### src/rtl/core/assert_macros.svh
// Assertion macros used by stereo_feedback_delay.
// Each macro expects clk and rst_n in scope.
`ifndef ASSERT_MACROS_SVH
`define ASSERT_MACROS_SVH

// Same-cycle implication.
`define SFD_ASSERT_IMP(label, ante, cons, msg) \
  label: assert property (@(posedge clk) disable iff (!rst_n) (ante) |-> (cons)) \
    else $error(msg);

// Next-cycle implication.
`define SFD_ASSERT_NXT(label, ante, cons, msg) \
  label: assert property (@(posedge clk) disable iff (!rst_n) (ante) |=> (cons)) \
    else $error(msg);

`endif

### src/rtl/core/sfd_pkg.sv
package sfd_pkg;

  localparam int SMP_W      = 24;
  localparam int ADDR_W     = 18;
  localparam int MAX_DELAY  = 1 << ADDR_W;
  localparam int BASE_W     = 18;
  localparam int GAIN_W     = 16;
  localparam int Q_W        = ADDR_W + 1;
  localparam int MIX_W      = SMP_W + 1;
  localparam int SUM_W      = SMP_W + 3;
  localparam int MUL_W      = 26;
  localparam int PROD_W     = 2 * MUL_W;
  localparam int CFG_IDX_W  = 4;
  localparam int CFG_DATA_W = 18;

  // floor(x / 10) == (x * DIV10_MUL) >> DIV10_SHIFT for every x below 2**22.
  localparam logic [21:0] DIV10_MUL   = 22'd3355444;
  localparam int          DIV10_SHIFT = 25;

  localparam logic [CFG_IDX_W-1:0] REG_DELAY_BASE = 4'd0;
  localparam logic [CFG_IDX_W-1:0] REG_FEEDBACK   = 4'd1;
  localparam logic [CFG_IDX_W-1:0] REG_WET        = 4'd2;
  localparam logic [CFG_IDX_W-1:0] REG_SPREAD     = 4'd3;

  localparam logic [BASE_W-1:0] RST_DELAY_BASE = 18'd24000;
  localparam logic [GAIN_W-1:0] RST_FEEDBACK   = 16'd0;
  localparam logic [GAIN_W-1:0] RST_WET        = 16'd16384;
  localparam logic [GAIN_W-1:0] RST_SPREAD     = 16'd16384;
  localparam logic [GAIN_W:0]   SPREAD_ONE     = 17'd32768;

  typedef struct packed {
    logic signed [SMP_W-1:0] left_in;
    logic signed [SMP_W-1:0] right_in;
  } sfd_in_t;

  typedef struct packed {
    logic signed [SMP_W-1:0] left_out;
    logic signed [SMP_W-1:0] right_out;
  } sfd_out_t;

  // Saturate a widened sum back to a sample.
  function automatic logic signed [SMP_W-1:0] sat_smp(input logic signed [SUM_W-1:0] v);
    logic signed [SUM_W-1:0] hi;
    logic signed [SUM_W-1:0] lo;
    hi = {{(SUM_W-SMP_W+1){1'b0}}, {(SMP_W-1){1'b1}}};
    lo = ~hi;
    if (v > hi) begin
      return hi[SMP_W-1:0];
    end else if (v < lo) begin
      return lo[SMP_W-1:0];
    end
    return v[SMP_W-1:0];
  endfunction

endpackage

### src/rtl/core/sfd_mul.sv
module sfd_mul
  import sfd_pkg::*;
(
  input  logic                     clk,
  input  logic                     en,
  input  logic signed [MUL_W-1:0]  a,
  input  logic signed [MUL_W-1:0]  b,
  output logic signed [PROD_W-1:0] prod
);

  logic signed [PROD_W-1:0] prod_r;

  // Product register; it holds while the unit is not in use.
  always_ff @(posedge clk) begin
    if (en) begin
      prod_r <= a * b;
    end
  end

  assign prod = prod_r;

endmodule

### config.mk
export PLATFORM = sky130hd
export DESIGN_NAME = sfd_mul
export DESIGN_NICKNAME = d
export VERILOG_FILES = /design/src/rtl/core/assert_macros.svh /design/src/rtl/core/sfd_pkg.sv /design/src/rtl/core/sfd_mul.sv
export SDC_FILE = /design/constraint.sdc
export NUM_CORES = 2
export LEC_CHECK = 0
export BUFFER_PORTS_ARGS = -buffer_cell sky130_fd_sc_hd__buf_2
export CORE_AREA = 2 2 212 214
export CTS_BUF_LIST = sky130_fd_sc_hd__clkbuf_8
export DETAILED_ROUTE_END_ITERATION = 16
export DIE_AREA = 0 0 214 216
export PLACE_DENSITY = 0.77
export SYNTH_ARGS = -nofsm -noshare
export SYNTH_HDL_FRONTEND = slang
export SYNTH_SLANG_ARGS = --single-unit
### constraint.sdc
create_clock -name clk -period 8 [get_ports clk]
set_input_delay 0.4 -clock clk [delete_from_list [all_inputs] [get_ports clk]]
set_output_delay 0.4 -clock clk [all_outputs]
set_load 0.05 [all_outputs]
# Word-level counts from Yosys, hierarchy flattened

Index checks and enable logic that the tools add are counted.

Register bits: 52
Input bits: 54

Multiply operators: 1

Operators with widths:

| kind                         | number |
|---|---|
| multiplier 26 x 26 -> 52 bit | 1 |

# Depth between registers and ports, before layout

Word-level depth: 1
Gate-level depth with buffers: 26

# Least setup slack after synthesis

Ideal clock, no wire load.

Path kind: input to register
From: input a[25]
To: register prod_r[44] (netlist: prod[44]), data pin
Setup time: 0.266 ns
Data arrival time: 6.690 ns
Data required time: 7.734 ns
Slack: 1.044 ns
Cell stages on the path: 22
Path buffers: 1
Cells stage by stage: clkbuf_1 > nand2_1 > inv_1 > fa_1 > fa_1 > inv_1 > fa_1 > inv_1 > fa_1 > fa_1 > fa_1 > inv_1 > fa_1 > inv_1 > ha_1 > nand2_1 > or4_1 > or4_1 > o211ai_1 > a21oi_2 > o21ai_1 > xor2_1

Cells in the longest elaborated chain, start to end: 1

RTL lines:

| what                         | line          | text |
|---|---|---|
| from (decl)                  | sfd_mul.sv:6  | `input logic signed [MUL_W-1:0] a,` |
| multiplier 26 x 26 -> 52 bit | sfd_mul.sv:16 | `prod_r <= a * b;` |
| to (signal assigned)         | sfd_mul.sv:16 |  |
| to (decl)                    | sfd_mul.sv:11 | `logic signed [PROD_W-1:0] prod_r;` |

Every way passes these cells.
A chain may end at the register's enable or synchronous reset.

# Worst setup path after layout

From: input a[15]
To: register prod_r[51] (netlist: prod[51]), data pin

The elaborated chain is that of the path after synthesis.

==> results.yml <==
outcome:
  outcome: "completed"
floorplanning:
  die_width_um: 214
  die-area_sq_mm: 0.0462
  rows: 77
  ios: 106
  dieHeight_um: 216
  start_util: 0.596
  core_sq_mm: 0.0438
timing:
  clock.fmax_ghz: 0.135
  worst_slack_ns: 0.586
  tightest_slew_ns: 1.17
  tns_ns: 0
  timing.hold.ws_ns: 0.778
  relSlewSlack: 0.219
  hold_violations: 0
  timing_max_transition_violations_final: 0
  rsz0062_at_grt: "no"
  setup_viol: 0
  period_needed_ns: 7.41
  post-route-period-util: 0.927
global_route:
  antenna_found_initial: 0
  grt_max_degree: 53
  grt_pass1_vias: 21000
  gr-total-overflow: 0
  track_usage: 0.294
  grt_pass1_wl_mm: 106
layout:
  fin_area_sq_mm: 0.0272
  fin_nets: 3689
  final_common_cell: "inv_1"
  syn_to_final_growth_pct: 4.22
  n_antenna_cell: 0
  final_cell_mix: "737 x inv_1, 710 x fa_1, 398 x nand2_1"
  final_layout_size_suffix_gt1_frac: 0.0565
  largest_reg_flops: 52
drt:
  highest_layer: "met4"
  met3_length_mm: 3.32
  wl_met2_mm: 33.9
  drc_errors: 0
  wire_per_inst_um: 19.1
  ant_nets: 0
  drt_pre_antenna_iters: 5
  num_vias: 18600
  wl_met1_mm: 23.1
  drt_iter0_markers: 1378
  postRouteWirelength_mm: 64.5
  via_per_inst: 5.52
synthesis:
  synth_nets: 3673
  yosys_warnings: 0
  syn_inst: 2763
  netlist_area_sq_mm: 0.0261
  syn-mean-instance-area_sq_um: 9.46
  synth_ff_type: "edfxtp_1"
  ys_seq_elements: 52
  ys_seq_area_frac: 0.0597
  synth_edf_count: 52
  synth_top_area_cell: "fa_1"
  synthTopCellsByArea: "fa_1 54%, inv_1 11%, ha_1 7.0%"
  netlist.area_leader.share: 0.544
  synthDistinctLibCells: 54
  ys_async_sr_fraction: 0
clock_tree:
  htreeDepth: 2
  cts_resized: 0
  ctsLongestPathBuffers: 2
  cts_hold_buf: 0
  cts_tree: "built"
  root_buffer: "clkbuf_8"
  cts.sinks: 52
  post_cts_buffers: 0
  cts_inserted_buffers: 5
  cts.clk_slew.worst_paths_ns: 0.12
placed_design:
  place_area_sq_mm: 0.0271
  dpl.hpwl_mm: 55.7
  globalplace.congestion: 0.925
  dpl_worst_slack_ns: 0.337
  port_buffers: 105
worst_hold_path:
  hold_start: "b[0]"
  hold_class: "input port to flip-flop"
setup_path:
  crit_arrival_ns: 7.49
  worstPathRequired_ns: 8.07
  end_kind: "flip-flop"
  slowest_stage: "a211oi_1"
  startpoint_type: "input port"
  slowest_delay_ns: 0.58
  cp-startpoint: "a[15]"
  cp_max_fo: 26
  crit_type: "input port to flip-flop"
flow_run:
  drv_cap: 0
[critical path: cells and delay by family]
kind	cells	cell delay, ns
compound gates	5	1.51
buf+inv	8	0.84
fa+ha+maj	8	3.96
simple gates	4	0.75
[synthesized netlist by cell type (11+ instances only)]
cell,number
a21o_1,18
a21oi_1,55
and2_1,281
clkbuf_1,122
edfxtp_1,52
fa_1,710
ha_1,146
inv_1,737
nand2_1,398
nand3_1,11
nand4_1,11
nor2_1,50
o21ai_0,25
xnor2_1,46
xor2_1,11
[area by class of cell]
| type | count | area, sq um |
|---|---|---|
| repair buffers | 132 | 728 |
| clock inverters | 3 | 28.8 |
| multi-input cells | 1851 | 21300 |
| clock buffers | 5 | 68.8 |
| flip-flops and latches | 52 | 1560 |
| fillers | 3536 | 16600 |
| inverters | 737 | 2770 |
| well taps | 592 | 741 |
[metrics by stage]
| stage | std cells | util |
|---|---|---|
| after global routing | 3372 | 0.621 |
| final | 3372 | 0.621 |
| after CTS | 3372 | 0.621 |
| after global placement | 3364 | 0.619 |
| after floorplan | 2763 | - |
| after detailed placement | 3364 | 0.619 |
[cell families after synthesis]
logic type                 Yosys count  synth area share
and+or+nand+nor                    778             0.143
adders and majority gates          856             0.614
DFF                                 52            0.0597
buffers and inverters              860             0.124
xor gates and xnor gates            57            0.0191
AOI/OAI and AO/OA                  160            0.0408
[routing by layer]
layer / vias to the layer above / track usage
met5: - / 0
li1: 7948 / -
met4: 0 / 0.166
met2: 714 / 0.524
met1: 9699 / 0.346
met3: 240 / 0.0347
[final timing paths]
path	endpoint	slack, ns	depth (start not counted)
max	prod[51]$_DFFE_PP_	0.59	25
min	prod[0]$_DFFE_PP_	0.78	3
Power is left out: the tool's default activity adds up to more than one toggle a clock period on the data nets, which glitch-free logic cannot reach.
